$ cat src/rtl/core/afp_pkg.sv
// afp_pkg: shared types and constants of the array focusing phase block
// no dependencies; used by every module of the block
`default_nettype none

package afp_pkg;

    // array size and field widths
    localparam int MaxElements = 512;
    localparam int IndexW      = 9;
    localparam int CoordW      = 16;
    localparam int CountW      = 10;
    localparam int InvW        = 24;
    localparam int AmpW        = 8;
    localparam int PhaseW      = 16;

    // distance path widths
    localparam int DiffW   = CoordW + 1;           // element minus focus
    localparam int SqW     = 2 * CoordW;           // one squared difference
    localparam int SumW    = SqW + 2;              // sum of three squares
    localparam int FracW   = 16;                   // radicand scaled by 2^16
    localparam int RadW    = SumW + FracW;         // 50-bit radicand
    localparam int RootW   = RadW / 2;             // 25-bit root
    localparam int RemW    = RootW + 2;            // remainder of one root step
    localparam int CurW    = RemW + 2;             // remainder with next digit

    // multiplier split of the root into two partial products
    localparam int RootLoW = 12;
    localparam int RootHiW = RootW - RootLoW;
    localparam int LoProdW = RootLoW + InvW;
    localparam int HiProdW = RootHiW + InvW;
    localparam int AccW    = 40;                   // product kept modulo one turn, in 2^-40 turn
    localparam int RoundShift = AccW - PhaseW;     // 24

    localparam logic [PhaseW-1:0] HalfTurn = 16'h8000;
    localparam logic [AccW-1:0]   RoundHalf = 40'h00_0080_0000;

    // configuration register indexes
    localparam int CfgIdxW = 3;
    localparam int CfgDataW = 24;
    localparam logic [CfgIdxW-1:0] RegFocusX    = 3'd0;
    localparam logic [CfgIdxW-1:0] RegFocusY    = 3'd1;
    localparam logic [CfgIdxW-1:0] RegFocusZ    = 3'd2;
    localparam logic [CfgIdxW-1:0] RegInvWave   = 3'd3;
    localparam logic [CfgIdxW-1:0] RegTwinMode  = 3'd4;
    localparam logic [CfgIdxW-1:0] RegElemCount = 3'd5;
    localparam logic [CfgIdxW-1:0] RegDriveAmp  = 3'd6;

    // reset values of the configuration registers
    localparam logic signed [CoordW-1:0] FocusXReset = 16'sd0;
    localparam logic signed [CoordW-1:0] FocusYReset = 16'sd0;
    localparam logic signed [CoordW-1:0] FocusZReset = 16'sd3277;
    localparam logic [InvW-1:0]          InvReset    = 24'd7642675;
    localparam logic [CountW-1:0]        CountReset  = 10'd256;
    localparam logic [AmpW-1:0]          AmpReset    = 8'd255;
    localparam logic [CountW-1:0]        CountMax    = CountW'(MaxElements);

    typedef struct packed {
        logic [IndexW-1:0]        elem_index;
        logic signed [CoordW-1:0] elem_x;
        logic signed [CoordW-1:0] elem_y;
        logic signed [CoordW-1:0] elem_z;
    } t_in_word;

    typedef struct packed {
        logic [IndexW-1:0] index_out;
        logic [PhaseW-1:0] phase_out;
        logic [AmpW-1:0]   amplitude_out;
    } t_out_word;

    // side data that rides along with each word through the chain
    typedef struct packed {
        logic [IndexW-1:0] index;
        logic              half_turn;
        logic [AmpW-1:0]   amp;
    } t_tag;

    // what one root cell hands to the next
    typedef struct packed {
        logic [RadW-1:0]  radicand;
        logic [RemW-1:0]  rem;
        logic [RootW-1:0] root;
    } t_root_state;

endpackage

`default_nettype wire

$ cat src/rtl/core/afp_root_cell.sv
// afp_root_cell: one digit step of the integer square root, registered
// depends on afp_pkg
`default_nettype none

module afp_root_cell (
    input  wire                  i_clk,
    input  wire                  i_rst_n,
    input  wire                  i_en,
    input  wire                  i_valid,
    input  afp_pkg::t_tag        i_tag,
    input  afp_pkg::t_root_state i_state,
    output logic                 o_valid,
    output afp_pkg::t_tag        o_tag,
    output afp_pkg::t_root_state o_state
);

    logic                         r_valid;
    afp_pkg::t_tag                r_tag;
    afp_pkg::t_root_state         r_state;

    logic [afp_pkg::CurW-1:0]     n_cur;
    logic [afp_pkg::CurW-1:0]     n_trial;
    logic [afp_pkg::CurW-1:0]     n_diff;
    logic                         n_ge;
    afp_pkg::t_root_state         n_state;

    // bring down the next two radicand bits and try a one in the root
    always_comb begin
        n_cur   = {i_state.rem, i_state.radicand[afp_pkg::RadW-1 -: 2]};
        n_trial = {2'b00, i_state.root, 2'b01};
        n_ge    = (n_cur >= n_trial);
        n_diff  = n_ge ? (n_cur - n_trial) : n_cur;
        n_state.radicand = {i_state.radicand[afp_pkg::RadW-3:0], 2'b00};
        n_state.rem      = n_diff[afp_pkg::RemW-1:0];
        n_state.root     = {i_state.root[afp_pkg::RootW-2:0], n_ge};
    end

    always_ff @(posedge i_clk) begin
        if (!i_rst_n) begin
            r_valid <= 1'b0;
        end else if (i_en) begin
            r_valid <= i_valid;
        end
    end

    always_ff @(posedge i_clk) begin
        if (i_en) begin
            r_tag   <= i_tag;
            r_state <= n_state;
        end
    end

    assign o_valid = r_valid;
    assign o_tag   = r_tag;
    assign o_state = r_state;

endmodule

`default_nettype wire

$ cat config.mk
export PLATFORM = sky130hd
export DESIGN_NAME = afp_root_cell
export DESIGN_NICKNAME = d
export VERILOG_FILES = /design/src/rtl/core/afp_pkg.sv /design/src/rtl/core/afp_root_cell.sv
export SDC_FILE = /design/constraint.sdc
export NUM_CORES = 1
export LEC_CHECK = 0
export ABC_AREA = 1
export BUFFER_PORTS_ARGS = -buffer_cell sky130_fd_sc_hd__buf_2
export CAP_MARGIN = 15
export CORE_AREA = 3 3 163 165
export CTS_CLUSTER_SIZE = 40
export DETAILED_ROUTE_END_ITERATION = 6
export DIE_AREA = 0 0 166 168
export GPL_ROUTABILITY_DRIVEN = 0
export SLEW_MARGIN = 15
export SYNTH_ARGS = -nofsm -noshare
export SYNTH_HDL_FRONTEND = slang
export SYNTH_SLANG_ARGS = --single-unit
$ cat constraint.sdc
create_clock -name i_clk -period 1.9 [get_ports i_clk]
set_clock_uncertainty 0.05 [all_clocks]
set_input_delay 0.19 -clock i_clk [delete_from_list [all_inputs] [get_ports i_clk]]
set_output_delay 0.19 -clock i_clk [all_outputs]
set_load 0.005 [all_outputs]
After elaboration in Yosys (flattened, before gate mapping)
Cells that the tools add are included.
W data, S select, Z words.
Word-level totals
  word-level logic and storage cells: 10
  flip-flop bits (word level): 119
  output and inout port bits: 121
Operators by class
  multiplexer cells: 1
  add/subtract/negate cells: 1
  magnitude comparators: 1
Operator list (count)
  $ge A29 B27 Y1: 1
  $mux W27: 1
  $sub A27 B27 Y27: 1

Logic depth before layout (Yosys ltp)
  depth after elaboration: 2
  depth in mapped cells: 16
  gate-level depth less buffers: 14

Worst setup path after synthesis
OpenSTA, ideal clock, no wires.
  path type: input -> register
  start point: input i_state[18] (netlist name)
  end point: register r_state (netlist bit o_state[34]) (data pin)
  required time: 1598 ps
  library setup time: 252 ps
  cell stages on the path: 12
  path slack: 66 ps
  data arrival time: 1532 ps
  path buffers: 2
  path through: inv_1 -> ha_1 -> nand2_1 -> inv_1 -> a21oi_1 -> nand2_1 -> a21oi_1 -> nand3_2 -> buf_6 -> buf_6 -> nand2_1 -> nand2_1
Between the ends
  longest elaborated chain between the ends: 2
Ends and longest elaborated chain
  start, declared: line afp_root_cell.sv:11  | input afp_pkg::t_root_state i_state,
  $ge A29 B27 Y1: line afp_root_cell.sv:31  | n_ge = (n_cur >= n_trial);
  net n_ge: line afp_root_cell.sv:24  | logic n_ge;
  $mux W27: line afp_root_cell.sv:32  | n_diff = n_ge ? (n_cur - n_trial) : n_cur;
  net n_diff, one bit: line afp_root_cell.sv:23  | logic [afp_pkg::CurW-1:0] n_diff;
  end signal, assigned: line afp_root_cell.sv:49  | r_state <= n_state;
  end, declared: line afp_root_cell.sv:19  | afp_pkg::t_root_state r_state;
The timed path passes the listed nets, and every way through them passes these cells.
A chain may end at the register's enable or synchronous reset.

Worst setup path after layout
  start point: input i_state[18] (netlist name)
  end point: register r_state (netlist bit o_state[41]) (data pin)
Between the ends
  longest elaborated chain between the ends: 2
Ends and longest elaborated chain (line)
  $ge A29 B27 Y1: afp_root_cell.sv:31
  $mux W27: afp_root_cell.sv:32
  net n_diff, one bit: afp_root_cell.sv:23
The timed path passes the listed nets, and every way through them passes these cells.

==> results.json <==
{
  "outcome": "complete, no violations",
  "coreArea_sq_mm": 0.0252,
  "totalPowerFinal_mw": 8.20,
  "dieHeight_um": 168,
  "cts.htree.levels": 4,
  "wirelength_mm": 21.2,
  "dp_hpwl_mm": 15.9,
  "grtUsageTotal_pct": 15.2,
  "peakVddDrop_v": 0.000504,
  "setup-violations-final": 0,
  "clkPwrFrac_pct": 40.6,
  "slew_violations": 0,
  "drive_gt1_share_pct": 35.5,
  "wl_per_cell_um": 14.9,
  "fmax_mhz": 583,
  "hold_slack_ns": 0.0493,
  "antenna_left": 0,
  "synth.cell_area_sq_mm": 0.00625,
  "antenna_found_initial": 8,
  "clkSinkCount": 119,
  "min_path_type": "in2reg",
  "ys_types": 29,
  "rsz0062_at_grt": "no",
  "crit_fanout": 14,
  "synth-edff-count": 118,
  "cp.arrival_ns": 1.84,
  "p_int_mw": 5.94,
  "syn_avg_cell_area_sq_um": 9.53,
  "synth.most_common_cell": "nand2_1",
  "placed_area_sq_mm": 0.00842,
  "cts_buffers": 17,
  "grt_pass1_wl_mm": 33.0,
  "design.die.area_sq_mm": 0.0279,
  "grt_max_degree": 51,
  "final_net_count": 1230,
  "ys_top_cells_by_count": "214 x nand2_1, 123 x inv_1, 118 x edfxtp_1",
  "grt_pass1_vias": 6040,
  "cts.clk_slew.worst_paths_ns": 0.07,
  "drc": 0,
  "cts_resized": 0,
  "cp-end-kind": "register",
  "r2r_slack_ns": 0.66,
  "io_buffers": 242,
  "synth_seq_area_share_pct": 57.0,
  "crit_path_start_kind": "primary input",
  "post-route-min-period_ns": 1.72,
  "start_util_pct": 24.8,
  "p_leak_nw": 4.95,
  "hold_violations": 0,
  "cts_tree": "yes",
  "synth_area_leaders": "edfxtp_1 57%, nand2_1 13%, inv_1 7.4%",
  "fin_crit_sh_pct": 90.3,
  "combPwrFrac_pct": 19.8,
  "root_buffer": "clkbuf_16",
  "clockBufferDepth": 2,
  "fin_area_sq_mm": 0.00995,
  "drtIter0Drc": 328,
  "synth_top_area_cell": "edfxtp_1",
  "ys_seq_elements": 119,
  "syn2layout_area_growth_pct": 59.1,
  "avgViaCountPerCell": 4.09,
  "synth_top_area_share_pct": 56.7,
  "switching_power_mw": 2.26,
  "synthCells": 656,
  "final.setup.tns_ns": 0,
  "swShare_pct": 27.6,
  "ios": 245,
  "gr-total-overflow": 0,
  "crit_required_ns": 2.02,
  "die_w_um": 166,
  "async_reset_ff_share_pct": 0,
  "seqPwrFrac_pct": 39.7,
  "path_class": "in2reg",
  "rows": 58,
  "num_vias": 5826,
  "ys_warn_count": 0,
  "cellPowerDensity_mw_per_mm2": 824,
  "firstDrtPassIters": 4,
  "synth_ff_type": "edfxtp_1",
  "cap_violations": 0,
  "insertion_delay_ns": 0.40
}
[worst max-delay path: stages]
cell     delay (ns)
buf_2          0.10
inv_1          0.04
ha_1           0.34
nand2_1        0.15
inv_1          0.05
a21oi_1        0.21
nand2_1        0.11
a21oi_1        0.16
nand3_2        0.11
buf_4          0.21
nand3_1        0.09
nand2_1        0.06
[timing repair]
action                                 in CTS  in global routing
endpoints found under the hold margin      91                  0
hold buffers                               92                  0
setup endpoints to repair                   0                  0
buffers inserted                            0                  0
[cells by family after synthesis]
group	share of synthesized area, %
adders and majority gates	5.40
and+or+nand+nor	24.7
other	0.0600
xor gates and xnor gates	1.68
AOI/OAI and AO/OA	1.92
DFF	57.0
buffers and inverters	9.30
[power groups by stage]
stage               registers, mW  clock network, mW  logic [mW]
floorplan                    3.34                  0       0.615
global placement             3.31                  0        1.46
detailed placement           3.31                  0        1.48
CTS                          3.25               3.43        1.64
global route                 3.28               3.55        1.82
finish                       3.25               3.33        1.62
[routing by layer]
| layer | vias to the layer above | share of wire (%) | global-route usage (%) |
|---|---|---|---|
| li1 | 2965 | - | - |
| met2 | 180 | 50 | 27.7 |
| met1 | 2639 | 42 | 17.2 |
| met3 | 30 | 6.2 | 4.60 |
| met4 | 12 | 1.4 | 4.30 |
| met5 | - | 0.35 | 0 |
[through the flow]
| stage | cells | util (%) | setup WS, ns |
|---|---|---|---|
| CTS | 1422 | 39.5 | 0.210 |
| global placement | 1298 | 33.5 | -0.214 |
| detailed placement | 1298 | 33.5 | -0.238 |
| floorplan | 657 | - | 0.0660 |
| global route | 1424 | 39.5 | 0.00633 |
| finish | 1425 | 39.5 | 0.184 |
[sequential cells by signal, summed over array words and instances (netlist names)]
register / flops
o_state: 100
o_tag: 18
o_valid: 1
[final timing paths]
path                from     endpoint  cells after the start
max          i_state[18]  o_state[41]                     12
min          i_state[29]  o_state[31]                      3
max reg2reg      o_valid      o_valid                      3
min reg2reg      o_valid      o_valid                      3
[cell type report]
| cell class | instances | area [sq um] |
|---|---|---|
| Sequential cell | 119 | 3560 |
| Multi-Input combinational cell | 404 | 2110 |
| Inverter | 124 | 465 |
| Clock buffer | 17 | 425 |
| Antenna cell | 3 | 7.51 |
| Fill cell | 2481 | 15200 |
| Timing Repair Buffer | 413 | 2790 |
| Clock inverter | 15 | 171 |
| Tap cell | 330 | 413 |
[cells in the final DEF (no fill, tap or decap), types with 22 or more instances in the layout]
cell and n:
ha_1 27, nand3_2 22, nand2_1 214, buf_4 75
inv_1 123, dlygate4sd3_1 92, buf_2 241, nand3_1 41
edfxtp_1 118, nor2_1 31
Power figures use the tool's default switching activity.
