File: src/rtl/core/afp_pkg.sv
// afp_pkg: shared types and constants of the array focusing phase block
// no dependencies; used by every module of the block
`default_nettype none

package afp_pkg;

    // array size and field widths
    localparam int MaxElements = 512;
    localparam int IndexW      = 9;
    localparam int CoordW      = 16;
    localparam int CountW      = 10;
    localparam int InvW        = 24;
    localparam int AmpW        = 8;
    localparam int PhaseW      = 16;

    // distance path widths
    localparam int DiffW   = CoordW + 1;           // element minus focus
    localparam int SqW     = 2 * CoordW;           // one squared difference
    localparam int SumW    = SqW + 2;              // sum of three squares
    localparam int FracW   = 16;                   // radicand scaled by 2^16
    localparam int RadW    = SumW + FracW;         // 50-bit radicand
    localparam int RootW   = RadW / 2;             // 25-bit root
    localparam int RemW    = RootW + 2;            // remainder of one root step
    localparam int CurW    = RemW + 2;             // remainder with next digit

    // multiplier split of the root into two partial products
    localparam int RootLoW = 12;
    localparam int RootHiW = RootW - RootLoW;
    localparam int LoProdW = RootLoW + InvW;
    localparam int HiProdW = RootHiW + InvW;
    localparam int AccW    = 40;                   // product kept modulo one turn, in 2^-40 turn
    localparam int RoundShift = AccW - PhaseW;     // 24

    localparam logic [PhaseW-1:0] HalfTurn = 16'h8000;
    localparam logic [AccW-1:0]   RoundHalf = 40'h00_0080_0000;

    // configuration register indexes
    localparam int CfgIdxW = 3;
    localparam int CfgDataW = 24;
    localparam logic [CfgIdxW-1:0] RegFocusX    = 3'd0;
    localparam logic [CfgIdxW-1:0] RegFocusY    = 3'd1;
    localparam logic [CfgIdxW-1:0] RegFocusZ    = 3'd2;
    localparam logic [CfgIdxW-1:0] RegInvWave   = 3'd3;
    localparam logic [CfgIdxW-1:0] RegTwinMode  = 3'd4;
    localparam logic [CfgIdxW-1:0] RegElemCount = 3'd5;
    localparam logic [CfgIdxW-1:0] RegDriveAmp  = 3'd6;

    // reset values of the configuration registers
    localparam logic signed [CoordW-1:0] FocusXReset = 16'sd0;
    localparam logic signed [CoordW-1:0] FocusYReset = 16'sd0;
    localparam logic signed [CoordW-1:0] FocusZReset = 16'sd3277;
    localparam logic [InvW-1:0]          InvReset    = 24'd7642675;
    localparam logic [CountW-1:0]        CountReset  = 10'd256;
    localparam logic [AmpW-1:0]          AmpReset    = 8'd255;
    localparam logic [CountW-1:0]        CountMax    = CountW'(MaxElements);

    typedef struct packed {
        logic [IndexW-1:0]        elem_index;
        logic signed [CoordW-1:0] elem_x;
        logic signed [CoordW-1:0] elem_y;
        logic signed [CoordW-1:0] elem_z;
    } t_in_word;

    typedef struct packed {
        logic [IndexW-1:0] index_out;
        logic [PhaseW-1:0] phase_out;
        logic [AmpW-1:0]   amplitude_out;
    } t_out_word;

    // side data that rides along with each word through the chain
    typedef struct packed {
        logic [IndexW-1:0] index;
        logic              half_turn;
        logic [AmpW-1:0]   amp;
    } t_tag;

    // what one root cell hands to the next
    typedef struct packed {
        logic [RadW-1:0]  radicand;
        logic [RemW-1:0]  rem;
        logic [RootW-1:0] root;
    } t_root_state;

endpackage

`default_nettype wire

File: src/rtl/core/afp_phase.sv
// afp_phase: distance times inverse wavelength, rounding, wrap and output register
// depends on afp_pkg
`default_nettype none

module afp_phase (
    input  wire                            i_clk,
    input  wire                            i_rst_n,
    input  wire                            i_en,
    input  wire                            i_valid,
    input  afp_pkg::t_tag                  i_tag,
    input  wire [afp_pkg::RootW-1:0]       i_root,
    input  wire [afp_pkg::InvW-1:0]        i_inv_wavelength,
    output logic                           o_valid,
    output afp_pkg::t_out_word             o_word
);

    logic [afp_pkg::LoProdW-1:0] r_lo;
    logic [afp_pkg::HiProdW-1:0] r_hi;
    logic [afp_pkg::PhaseW-1:0]  r_path;
    afp_pkg::t_tag               r_tag1, r_tag2;
    afp_pkg::t_out_word          r_word;
    logic                        r_v1, r_v2, r_v3;

    logic [afp_pkg::LoProdW-1:0] n_lo;
    logic [afp_pkg::HiProdW-1:0] n_hi;
    logic [afp_pkg::AccW-1:0]    n_acc;
    logic [afp_pkg::PhaseW-1:0]  n_sig;

    always_comb begin
        n_lo  = i_root[afp_pkg::RootLoW-1:0] * i_inv_wavelength;
        n_hi  = i_root[afp_pkg::RootW-1:afp_pkg::RootLoW] * i_inv_wavelength;
        // product kept modulo one turn at 2^-40 resolution, rounded half up
        n_acc = {{(afp_pkg::AccW - afp_pkg::LoProdW){1'b0}}, r_lo}
              + {r_hi[afp_pkg::AccW-afp_pkg::RootLoW-1:0], {afp_pkg::RootLoW{1'b0}}}
              + afp_pkg::RoundHalf;
        n_sig = r_tag2.half_turn ? afp_pkg::HalfTurn : '0;
    end

    always_ff @(posedge i_clk) begin
        if (!i_rst_n) begin
            r_v1 <= 1'b0;
            r_v2 <= 1'b0;
            r_v3 <= 1'b0;
        end else if (i_en) begin
            r_v1 <= i_valid;
            r_v2 <= r_v1;
            r_v3 <= r_v2;
        end
    end

    always_ff @(posedge i_clk) begin
        if (i_en) begin
            r_lo   <= n_lo;
            r_hi   <= n_hi;
            r_tag1 <= i_tag;
            r_path <= n_acc[afp_pkg::AccW-1:afp_pkg::RoundShift];
            r_tag2 <= r_tag1;
            r_word.index_out     <= r_tag2.index;
            r_word.phase_out     <= n_sig - r_path;
            r_word.amplitude_out <= r_tag2.amp;
        end
    end

    assign o_valid = r_v3;
    assign o_word  = r_word;

endmodule

`default_nettype wire

File: config.mk
export PLATFORM = sky130hd
export DESIGN_NAME = afp_phase
export DESIGN_NICKNAME = d
export VERILOG_FILES = /design/src/rtl/core/afp_pkg.sv /design/src/rtl/core/afp_phase.sv
export SDC_FILE = /design/constraint.sdc
export NUM_CORES = 1
export LEC_CHECK = 0
export ABC_AREA = 1
export BUFFER_PORTS_ARGS = -buffer_cell sky130_fd_sc_hd__buf_2
export CAP_MARGIN = 25
export CORE_MARGIN = 2
export CORE_UTILIZATION = 59
export DETAILED_ROUTE_END_ITERATION = 6
export PLACE_DENSITY = 0.8
export SLEW_MARGIN = 20
export SYNTH_ARGS = -nofsm -noshare
export SYNTH_HDL_FRONTEND = slang
export SYNTH_SLANG_ARGS = --single-unit
File: constraint.sdc
create_clock -name i_clk -period 5.95 [get_ports i_clk]
set_input_delay 1.4875 -clock i_clk [delete_from_list [all_inputs] [get_ports i_clk]]
set_output_delay 1.4875 -clock i_clk [all_outputs]
set_load 0.02 [all_outputs]
## Yosys cells after proc, flatten, opt, wreduce, memory -nomap -nowiden

Index checks and enable logic that the tools add are counted.

- Output and inout port bits: 34
- Logic and storage cells: 21
- Register bits after elaboration: 152
- Input bits: 71

- Multipliers: 2
- Add/subtract/negate cells: 3
- Multiplexer cells: 1

Operators by type and width:

| cell | number |
|---|---|
| adder 36 x 40 -> 40 bit | 1 |
| adder 40 x 24 -> 40 bit, second input constant | 1 |
| multiplier 12 x 24 -> 36 bit | 1 |
| multiplier 13 x 24 -> 28 bit | 1 |
| two-way mux 16 bit | 1 |
| subtractor 16 bit | 1 |

## Depth between registers and ports, before layout

- Depth after elaboration: 2
- Depth in mapped cells: 27

## Worst setup path after synthesis

Ideal clock, no wire load.

- Path type: input-to-reg
- Start point: input i_inv_wavelength[13] in the netlist's numbering
- End point: register r_lo[32] in the netlist's numbering (data pin)
- Slack: -238 ps
- Stages on the path: 21
- Data required time: 5,698 ps
- Data arrival time: 5,936 ps
- Cell sequence: clkbuf_1 clkbuf_1 nand2_1 fa_1 inv_1 fa_1 fa_1 fa_1 inv_1 fa_1 inv_1 ha_1 nand2_1 inv_1 a21oi_1 o21a_1 nor2_1 nor2_1 nand2_1 nand2_1 nand2_1

- Longest elaborated chain between the ends: 1

RTL lines:

| what | RTL line | RTL |
|---|---|---|
| from (decl) | afp_phase.sv:12 | `input wire [afp_pkg::InvW-1:0] i_inv_wavelength,` |
| multiplier 12 x 24 -> 36 bit | afp_phase.sv:30 | `n_lo = i_root[afp_pkg::RootLoW-1:0] * i_inv_wavelength;` |
| named net n_lo (one bit) | afp_phase.sv:24 | `logic [afp_pkg::LoProdW-1:0] n_lo;` |
| to (signal assigned) | afp_phase.sv:53 | `r_lo <= n_lo;` |
| to (decl) | afp_phase.sv:17 | `logic [afp_pkg::LoProdW-1:0] r_lo;` |

The timed path passes the listed nets, and every way through them passes these cells.
A chain may end at the register's enable or synchronous reset.

## Final worst setup path

- Start point: input i_root[7] in the netlist's numbering
- End point: register r_lo[32] in the netlist's numbering (data pin)

- Longest elaborated chain between the ends: 1

RTL lines:

| what | RTL line | RTL |
|---|---|---|
| from (decl) | afp_phase.sv:11 | `input wire [afp_pkg::RootW-1:0] i_root,` |
| multiplier 12 x 24 -> 36 bit | afp_phase.sv:30 |  |
| named net n_lo (one bit) | afp_phase.sv:24 |  |

The timed path passes the listed nets, and every way through them passes these cells.

==> reports/metrics.csv <==
metric,value,unit
setup_viol,0,
clk_latency,0.42,ns
yosysSeqAreaShare,17.3,%
fin_tns_setup,0,ns
drv_cap,0,
critical_path.max_fanout,13,
tightestPinTransition,0.925,ns
synthToLayoutAreaGrowth,17.5,%
postSynth.asyncResetShare,0,%
clk_pin_slew,0.06,ns
start_util,59.5,%
grt_util_met3,3.67,%
arrival,5.97,ns
place_area,0.0273,mm2
htreeDepth,4,
groute.layer.met2.usage,52.9,%
wl_per_cell,16.4,um
synth.area.top_cells,"fa_1, edfxtp_1, nand2_1, inv_1, ha_1",
synth_top_area_cell,fa_1,
fp.dieH,206,um
hold_slack,0.409,ns
drive_gt1_share,15.6,%
nNetsFinal,3973,
antenna_cells,0,
fp-row-count,74,
synthFlopType,edfxtp_1,
yosys-top-cells-count,"nand2_1, inv_1, fa_1, ha_1, edfxtp_1",
postRouteAntennaNets,0,
grt_overflow_total,0,
stdcell_area,0.0284,mm2
core-area,0.0406,mm2
via_per_inst,5.22,
netlist_area,0.0242,mm2
timing.final.crit_share,97.6,%
critPathLaunchType,input pin,
fin_ws,0.144,ns
drt_iter0_markers,1314,
final.min_clock_period,5.81,ns
endpoint_kind,flip-flop,
grt_max_degree,78,
outcome,finished clean,
use_met1,39.5,%
multi_input_area,0.0169,mm2
io_buffers,104,
finalWirelength,63300,um
grt_pass1_vias,21100,
seq_area,0.00417,mm2
syn-mean-instance-area,8.02,um2
gp_congestion,0.960,
fp.dieW,206,um
clkSinkCount,140,
syn_nets,3682,
cts_buffers,17,
grt_usage,30.9,%
yosysUniqueCellTypes,39,
maxSlewViolCount,0,
synth-seq-cells,140,
synth-edff-count,137,
hold_violations,0,
cts-root-buf,clkbuf_16,
ios,105,
clk_path_buf_depth,2,
grt_pass1_wl,103000,um
antenna_found_initial,0,
synthCells,3014,
firstDrtPassIters,7,
ys_warn_count,0,
fmax,172,MHz
n_fill_cell,3147,
cts_tree,yes,
hpwl,53600,um
worst-setup-path-type,in2reg,
dieArea,0.0426,mm2
place_ws,-0.619,ns
relSlewSlack,38.3,%
worstPathRequired,6.11,ns
drcViolationCount,0,
synth.most_common_cell,nand2_1,
synth_top_area_share,35.3,%
hold_buffers,0,
hold_path.class,reg2reg,
busiest_layer,met2,
vias,20100,
finClkSkew,0.0102,ns
## layout by cell type (no fill, tap or decap), drive strengths merged, types with 7 or more instances in the layout
cell    synthesis  routed
nand2         877     877
inv           823     831
fa            427     427
buf            11     379
ha            170     170
edfxtp        137     137
nor2          119     119
a21oi          79      79
nand3          75      75
o21ai          52      52
xor2           43      43
clkbuf        102      23
nor3           15      15
xnor2          13      13
nand4          12      12
clkinv          3       8
nor4            8       8
o21bai          7       7
## path summary, 6_finish.rpt
kind                                start         end  slack [ns]  cells past startpoint
worst min-delay path            r_tag1[9]   r_tag2[9]        0.41                      0
worst max-delay path            i_root[7]    r_lo[32]        0.14                     20
worst max register to register   r_hi[20]  r_path[13]        3.26                     10
worst min register to register  r_tag1[9]   r_tag2[9]        0.41                      0
## registers in the layout, summed over array words and instances, names as in the netlist
register  count
o_word       33
r_lo         24
r_tag2       18
r_tag1       18
r_v1          1
r_v2          1
r_path       16
o_valid       1
r_hi         28
## layout make-up
type | instances | share of cell area, %
clock inverter | 15 | 0.550
timing repair buffer | 385 | 10.4
clock buffer | 17 | 1.50
multi-input combinational | 1935 | 59.6
tap | 532 | 2.34
sequential | 140 | 14.7
inverter | 826 | 10.9
## worst max-delay path: stages
cell and delay, ns:
buf_4 0.17, buf_4 0.17, nand2_1 0.07, inv_1 0.06, fa_1 0.51, inv_1 0.05
fa_1 0.47, inv_1 0.06, fa_1 0.50, fa_1 0.53, fa_1 0.49, ha_1 0.36
nand2_1 0.13, buf_4 0.17, nor4_4 0.24, nand2_1 0.10, nand2_2 0.13, nand2_1 0.09
nand3_1 0.08, nand2_1 0.09
## through the flow
step                utilization, %  cells
floorplan                        -   3014
global placement              67.1   3813
finish                        69.9   3850
CTS                           68.7   3845
detailed placement            67.1   3813
global route                  69.9   3850
## metal layers
layer | wire length, um | vias up
met5 | 0 | -
met1 | 25300 | 9724
met3 | 4140 | 164
met2 | 30900 | 828
met4 | 2920 | 0
li1 | - | 9368
## cells by family after synthesis
logic type / share of synthesized area (%)
xor gates and xnor gates: 2.03
buffers and inverters: 14.6
adders and majority gates: 44.1
and+or+nand+nor: 18.1
DFF: 17.3
AOI/OAI and AO/OA: 3.84
## what timing repair did
action / in CTS / in global routing
buffers inserted: 0 / 5
setup endpoints to repair: 16 / 34
pin swaps: 0 / 18
resized for setup: 21 / 124
Power is not shown: default switching activity piles up to over one toggle a cycle in this logic, so the estimate is an artifact.
