<file path="src/rtl/core/afp_pkg.sv">
// afp_pkg: shared types and constants of the array focusing phase block
// no dependencies; used by every module of the block
`default_nettype none

package afp_pkg;

    // array size and field widths
    localparam int MaxElements = 512;
    localparam int IndexW      = 9;
    localparam int CoordW      = 16;
    localparam int CountW      = 10;
    localparam int InvW        = 24;
    localparam int AmpW        = 8;
    localparam int PhaseW      = 16;

    // distance path widths
    localparam int DiffW   = CoordW + 1;           // element minus focus
    localparam int SqW     = 2 * CoordW;           // one squared difference
    localparam int SumW    = SqW + 2;              // sum of three squares
    localparam int FracW   = 16;                   // radicand scaled by 2^16
    localparam int RadW    = SumW + FracW;         // 50-bit radicand
    localparam int RootW   = RadW / 2;             // 25-bit root
    localparam int RemW    = RootW + 2;            // remainder of one root step
    localparam int CurW    = RemW + 2;             // remainder with next digit

    // multiplier split of the root into two partial products
    localparam int RootLoW = 12;
    localparam int RootHiW = RootW - RootLoW;
    localparam int LoProdW = RootLoW + InvW;
    localparam int HiProdW = RootHiW + InvW;
    localparam int AccW    = 40;                   // product kept modulo one turn, in 2^-40 turn
    localparam int RoundShift = AccW - PhaseW;     // 24

    localparam logic [PhaseW-1:0] HalfTurn = 16'h8000;
    localparam logic [AccW-1:0]   RoundHalf = 40'h00_0080_0000;

    // configuration register indexes
    localparam int CfgIdxW = 3;
    localparam int CfgDataW = 24;
    localparam logic [CfgIdxW-1:0] RegFocusX    = 3'd0;
    localparam logic [CfgIdxW-1:0] RegFocusY    = 3'd1;
    localparam logic [CfgIdxW-1:0] RegFocusZ    = 3'd2;
    localparam logic [CfgIdxW-1:0] RegInvWave   = 3'd3;
    localparam logic [CfgIdxW-1:0] RegTwinMode  = 3'd4;
    localparam logic [CfgIdxW-1:0] RegElemCount = 3'd5;
    localparam logic [CfgIdxW-1:0] RegDriveAmp  = 3'd6;

    // reset values of the configuration registers
    localparam logic signed [CoordW-1:0] FocusXReset = 16'sd0;
    localparam logic signed [CoordW-1:0] FocusYReset = 16'sd0;
    localparam logic signed [CoordW-1:0] FocusZReset = 16'sd3277;
    localparam logic [InvW-1:0]          InvReset    = 24'd7642675;
    localparam logic [CountW-1:0]        CountReset  = 10'd256;
    localparam logic [AmpW-1:0]          AmpReset    = 8'd255;
    localparam logic [CountW-1:0]        CountMax    = CountW'(MaxElements);

    typedef struct packed {
        logic [IndexW-1:0]        elem_index;
        logic signed [CoordW-1:0] elem_x;
        logic signed [CoordW-1:0] elem_y;
        logic signed [CoordW-1:0] elem_z;
    } t_in_word;

    typedef struct packed {
        logic [IndexW-1:0] index_out;
        logic [PhaseW-1:0] phase_out;
        logic [AmpW-1:0]   amplitude_out;
    } t_out_word;

    // side data that rides along with each word through the chain
    typedef struct packed {
        logic [IndexW-1:0] index;
        logic              half_turn;
        logic [AmpW-1:0]   amp;
    } t_tag;

    // what one root cell hands to the next
    typedef struct packed {
        logic [RadW-1:0]  radicand;
        logic [RemW-1:0]  rem;
        logic [RootW-1:0] root;
    } t_root_state;

endpackage

`default_nettype wire

</file>
<file path="src/rtl/core/afp_dist_sq.sv">
// afp_dist_sq: squared distance from element to focal point, three stages
// depends on afp_pkg
`default_nettype none

module afp_dist_sq (
    input  wire                                   i_clk,
    input  wire                                   i_rst_n,
    input  wire                                   i_en,
    input  wire                                   i_valid,
    input  afp_pkg::t_in_word                     i_word,
    input  afp_pkg::t_tag                         i_tag,
    input  wire signed [afp_pkg::CoordW-1:0]      i_focus_x,
    input  wire signed [afp_pkg::CoordW-1:0]      i_focus_y,
    input  wire signed [afp_pkg::CoordW-1:0]      i_focus_z,
    output logic                                  o_valid,
    output afp_pkg::t_tag                         o_tag,
    output logic [afp_pkg::SumW-1:0]              o_sum
);

    logic signed [afp_pkg::DiffW-1:0] r_dx, r_dy, r_dz;
    logic [afp_pkg::SqW-1:0]          r_sqx, r_sqy, r_sqz;
    logic [afp_pkg::SumW-1:0]         r_sum;
    afp_pkg::t_tag                    r_tag0, r_tag1, r_tag2;
    logic                             r_v0, r_v1, r_v2;

    logic signed [afp_pkg::DiffW-1:0]   n_dx, n_dy, n_dz;
    logic signed [2*afp_pkg::DiffW-1:0] n_px, n_py, n_pz;
    logic [afp_pkg::SumW-1:0]           n_sum;

    always_comb begin
        n_dx = {i_word.elem_x[afp_pkg::CoordW-1], i_word.elem_x}
             - {i_focus_x[afp_pkg::CoordW-1], i_focus_x};
        n_dy = {i_word.elem_y[afp_pkg::CoordW-1], i_word.elem_y}
             - {i_focus_y[afp_pkg::CoordW-1], i_focus_y};
        n_dz = {i_word.elem_z[afp_pkg::CoordW-1], i_word.elem_z}
             - {i_focus_z[afp_pkg::CoordW-1], i_focus_z};
        n_px = r_dx * r_dx;
        n_py = r_dy * r_dy;
        n_pz = r_dz * r_dz;
        n_sum = {2'b00, r_sqx} + {2'b00, r_sqy} + {2'b00, r_sqz};
    end

    always_ff @(posedge i_clk) begin
        if (!i_rst_n) begin
            r_v0 <= 1'b0;
            r_v1 <= 1'b0;
            r_v2 <= 1'b0;
        end else if (i_en) begin
            r_v0 <= i_valid;
            r_v1 <= r_v0;
            r_v2 <= r_v1;
        end
    end

    always_ff @(posedge i_clk) begin
        if (i_en) begin
            r_dx   <= n_dx;
            r_dy   <= n_dy;
            r_dz   <= n_dz;
            r_tag0 <= i_tag;
            // squares of values below 2^16 in magnitude fit in 32 bits
            r_sqx  <= n_px[afp_pkg::SqW-1:0];
            r_sqy  <= n_py[afp_pkg::SqW-1:0];
            r_sqz  <= n_pz[afp_pkg::SqW-1:0];
            r_tag1 <= r_tag0;
            r_sum  <= n_sum;
            r_tag2 <= r_tag1;
        end
    end

    assign o_valid = r_v2;
    assign o_tag   = r_tag2;
    assign o_sum   = r_sum;

endmodule

`default_nettype wire

</file>
<file path="config.mk">
export PLATFORM = sky130hd
export DESIGN_NAME = afp_dist_sq
export DESIGN_NICKNAME = d
export VERILOG_FILES = /design/src/rtl/core/afp_pkg.sv /design/src/rtl/core/afp_dist_sq.sv
export SDC_FILE = /design/constraint.sdc
export NUM_CORES = 2
export LEC_CHECK = 0
export BUFFER_PORTS_ARGS = -buffer_cell sky130_fd_sc_hd__buf_2
export CELL_PAD_IN_SITES_DETAIL_PLACEMENT = 1
export CELL_PAD_IN_SITES_GLOBAL_PLACEMENT = 2
export CORE_MARGIN = 5
export CORE_UTILIZATION = 46
export CTS_CLUSTER_SIZE = 8
export DETAILED_ROUTE_END_ITERATION = 12
export GPL_TIMING_DRIVEN = 1
export PLACE_DENSITY_LB_ADDON = 0.1
export SKIP_LAST_GASP = 1
export SLEW_MARGIN = 20
export SYNTH_ARGS = -nofsm -noshare
export SYNTH_HDL_FRONTEND = slang
export SYNTH_SLANG_ARGS = --single-unit
</file>
<file path="constraint.sdc">
create_clock -name i_clk -period 12.74 [get_ports i_clk]
set_input_delay 3.822 -clock i_clk [delete_from_list [all_inputs] [get_ports i_clk]]
set_output_delay 3.822 -clock i_clk [all_outputs]
set_load 0.01 [all_outputs]
</file>
After elaboration in Yosys (flattened, before gate mapping)

Index checks and enable logic that the tools add are counted.

Add/sub/neg operators: 5
Multiply operators: 3

Operators with widths:

| kind                                           | number |
|---|---|
| 17-bit by 17-bit multiplier with 32-bit output | 3 |
| 16-bit by 16-bit subtractor with 17-bit output | 3 |
| 33-bit by 32-bit adder with 34-bit output      | 1 |
| 32-bit by 32-bit adder with 33-bit output      | 1 |

Register bits: 238
Input bits: 127
Logic and storage cells: 27

Longest topological paths before layout

Depth in word-level cells: 2
Mapped depth: 25
Depth with buffers taken out: 24

Least setup slack after synthesis

Ideal clock, no wire load.

Kind: flip-flop to flip-flop
From: register r_dx[16] (netlist name)
To: register r_sqx[31] (netlist name), data pin
Setup time: 260 ps
Arrival: 6057 ps
Path slack: 6423 ps
Cell stages (with the launch flop): 24
Clock period less this slack: 6317 ps
Path through: edfxtp_1 > clkbuf_1 > clkbuf_1 > and2_1 > fa_1 > inv_1 > fa_1 > fa_1 > inv_1 > fa_1 > fa_1 > inv_1 > fa_1 > inv_1 > ha_1 > a21o_1 > a21o_1 > a2111oi_4 > o21ai_0 > a21oi_1 > o21a_1 > o2111ai_1 > a21oi_1 > xnor2_1

Longest elaborated chain between the ends: 1

RTL lines:

| item                                           | RTL line          | RTL |
|---|---|---|
| start, declared                                | afp_dist_sq.sv:20 | `logic signed [afp_pkg::DiffW-1:0] r_dx, r_dy, r_dz;` |
| start signal, assigned                         | afp_dist_sq.sv:57 | `r_dx <= n_dx;` |
| 17-bit by 17-bit multiplier with 32-bit output | afp_dist_sq.sv:37 | `n_px = r_dx * r_dx;` |
| named net n_px, one bit                        | afp_dist_sq.sv:27 | `logic signed [2*afp_pkg::DiffW-1:0] n_px, n_py, n_pz;` |
| end signal, assigned                           | afp_dist_sq.sv:62 | `r_sqx <= n_px[afp_pkg::SqW-1:0];` |
| end, declared                                  | afp_dist_sq.sv:21 | `logic [afp_pkg::SqW-1:0] r_sqx, r_sqy, r_sqz;` |

The timed path passes the listed nets, and every way through them passes these cells.
A chain may end at the register's enable or synchronous reset.

Final worst setup path

From: register r_dx[16] (netlist name)
To: register r_sqx[27] (netlist name), data pin

The elaborated chain is that of the path after synthesis.

==> impl_metrics.env <==
export IMPL_status="finished clean"
export IMPL_grt_ovfl_total=0
export IMPL_cts_clk_slew_worst_paths_ns=0.05
export IMPL_rr_worst_depth=18
export IMPL_min_from="r_tag1[7]"
export IMPL_pin_count=180
export IMPL_finalHoldViolations=0
export IMPL_async_flop_share=0
export IMPL_nets=5250
export IMPL_cts_setup_buffers=0
export IMPL_setup_slack_ns=5.46
export IMPL_firstDrtPassIters=5
export IMPL_yosys_area_top_type="fa_1"
export IMPL_synthFlopType="edfxtp_1"
export IMPL_dp_cells=5092
export IMPL_tritoncts="done"
export IMPL_seqCellArea_mm2=0.00703
export IMPL_yosysWarnings=0
export IMPL_grt_max_degree=96
export IMPL_rsz0062_at_grt="false"
export IMPL_setup_viol_count_final=0
export IMPL_min_period_ns=7.28
export IMPL_grtUsageTotal=0.212
export IMPL_final_max_slew_viol_count=0
export IMPL_path_common_cell="fa_1"
export IMPL_grt_pass1_wl_um=155000
export IMPL_rr_endpoint="r_sqx[27]"
export IMPL_avgSynthCellArea_um2=10.3
export IMPL_clock_sinks=235
export IMPL_initial_utilization=0.464
export IMPL_crit_arrival_ns=7.58
export IMPL_clock_skew_ns=0.0570
export IMPL_netlist_top_cells_area="fa_1 (41%), edfxtp_1 (18%), ha_1 (10%)"
export IMPL_cts_hold_buf=0
export IMPL_synthCells=3831
export IMPL_hold_depth=0
export IMPL_worst_pin_slew_ns=1.01
export IMPL_n_fill_cell=9542
export IMPL_row_count=107
export IMPL_slowest_stage="fa_1"
export IMPL_dieArea_mm2=0.0918
export IMPL_grt_pass1_vias=29365
export IMPL_fin_cells=5149
export IMPL_multi_input_area_mm2=0.0282
export IMPL_yosysSeqAreaShare=0.178
export IMPL_clock_path_buffers=3
export IMPL_drt_wl_total_um=91600
export IMPL_drive_gt1_frac=0.0667
export IMPL_clockRootBuffer="clkbuf_16"
export IMPL_clk_latency_ns=0.59
export IMPL_cts_buffers_inserted=38
export IMPL_vias_per_cell=4.94
export IMPL_cts_max_level=2
export IMPL_min_path_type="reg2reg"
export IMPL_fin_crit_sh=0.572
export IMPL_synth_seq_cells=235
export IMPL_cp_required_ns=13.03
export IMPL_vias=25431
export IMPL_gp_congestion=0.805
export IMPL_rrSetupSlack_ns=5.46
export IMPL_die_x_um=303
export IMPL_routedWlPerCell_um=17.8
export IMPL_hpwl_um=76800
export IMPL_io_buffers=170
export IMPL_utilization=0.503
export IMPL_hold_path_endpoint="o_tag[7]"
export IMPL_drc_errors=0
export IMPL_fmax_mhz=137
export IMPL_die_h_um=303
export IMPL_syn_area_mm2=0.0395
export IMPL_drtAntennaViolNets=0
export IMPL_antenna_found_initial=1
export IMPL_end_kind="flop"
export IMPL_core_area_mm2=0.0851
export IMPL_ys_types=76
export IMPL_max_cap_viol_count=0
export IMPL_slowest_delay_ns=0.70
export IMPL_pre_cts_ws_ns=5.33
export IMPL_synth_edf_count=232
export IMPL_drt_iter0_markers=929
export IMPL_cp_max_fo=16
export IMPL_ctsResizeCount=0
export IMPL_critPathLaunchType="flop"
export IMPL_worst_setup_path_type="reg2reg"
export IMPL_relSlewSlack=0.329
export IMPL_area_growth_pct=8.41
export IMPL_synth_top_area_frac=0.407
export IMPL_final_setup_tns_ns=0
export IMPL_reg2reg_from="r_dx[16]"
export IMPL_cp_cell_sequence="buf_4 -> and2_1 -> fa_1 -> inv_1 -> fa_1 -> fa_1 -> fa_1 -> fa_1 -> fa_1 -> inv_1 -> ha_1 -> nand4_1 -> nor2_1 -> nand4_1 -> a311oi_1 -> a21oi_1 -> o21a_1 -> xnor2_1"
[state kept, by name, summed over array words and instances (netlist names), 17 cells and up]
register,flops
r_sqy,31
o_sum,34
r_dz,17
r_sqz,31
o_tag,18
r_tag1,18
r_dx,17
r_sqx,31
r_dy,17
r_tag0,18
[per-stage QoR]
step           area (um2)  hold slack (ns)
5_1_grt             42800            0.421
4_1_cts             42800            0.416
2_1_floorplan       39500            0.400
3_3_place_gp        41600            0.401
3_5_place_dp        41600            0.405
6_report            42800            0.415
[logic make-up after synthesis]
kind of cell,Yosys count,synth area share
buffers and inverters,1149,0.109
adders and majority gates,1134,0.512
and+or+nand+nor,747,0.0922
AOI/OAI and AO/OA,358,0.0624
DFF,235,0.178
xor gates and xnor gates,201,0.0446
muxes,6,0.00162
other,1,0.0000950
[worst max-delay path, delay by kind of cell, from the launching register on]
| kind | cells | cell delay, ns |
|---|---|---|
| and+or+nand+nor | 4 | 0.88 |
| xor gates and xnor gates | 1 | 0.51 |
| DFF | 1 | 0.59 |
| adders and majority gates | 7 | 3.60 |
| AOI/OAI and AO/OA | 3 | 0.93 |
| buffers and inverters | 3 | 0.47 |
[routing by layer]
layer  routed length (um)  share of wire  global-route usage  vias up
met2                45200           0.49               0.369      285
met3                 2660          0.029              0.0235       96
met1                41800           0.46               0.293    13130
li1                     -              -                   -    11920
met4                 1850          0.020              0.0409        0
met5                    0              0                   0        -
[placed cells by master, fill, tap and decap left out, types with 5 or more instances in the layout]
cell / n
nor2b_1: 43
a211oi_1: 13
clkinv_1: 7
clkbuf_16: 38
nand4_1: 5
nor2_1: 121
xnor2_1: 160
nand3_1: 27
and2_1: 171
or2_2: 6
fa_1: 803
nand2b_1: 27
a21oi_1: 96
buf_4: 16
ha_1: 331
edfxtp_1: 232
o21ai_1: 5
a41o_1: 6
o21bai_1: 18
o21ai_0: 57
o21a_1: 31
a21o_1: 41
a2111oi_0: 9
nor3_1: 31
inv_1: 1078
a211o_1: 5
o211ai_1: 8
or3_1: 15
buf_2: 169
and3_1: 21
nand2_1: 270
xor2_1: 41
a31o_2: 7
[how the worst max path moves through the flow]
stage | from | to | cells after the start
2_1_floorplan | r_dx[16] | r_sqx[31] | 23
3_3_place_gp | r_dx[16] | r_sqx[27] | 18
3_5_place_dp | r_dx[16] | r_sqx[27] | 18
4_1_cts | r_dx[16] | r_sqx[27] | 18
5_1_grt | r_dx[16] | r_sqx[31] | 20
6_report | r_dx[16] | r_sqx[27] | 18
[cell usage after synthesis, drive strengths merged, types with 14 or more instances]
cell	count
a211oi	14
o21ai	63
inv	1078
edfxtp	232
nand2b	27
ha	331
nor3	31
nand2	270
nor2	121
xor2	41
and3	21
clkbuf	68
a21oi	100
nand3	27
o21bai	18
and2	172
xnor2	160
nor2b	43
fa	803
a21o	42
or3	15
o21a	31
[layout make-up]
| cell class | count | area share |
|---|---|---|
| multi-input combinational | 2449 | 0.658 |
| sequential | 235 | 0.164 |
| inverter | 1078 | 0.0945 |
| tap | 1144 | 0.0334 |
| timing repair buffer | 187 | 0.0233 |
| clock buffer | 41 | 0.0225 |
| clock inverter | 13 | 0.00435 |
| antenna | 2 | 0.000117 |
Power is left out: the tool's default activity adds up to more than one toggle a clock period on the data nets, which glitch-free logic cannot reach.
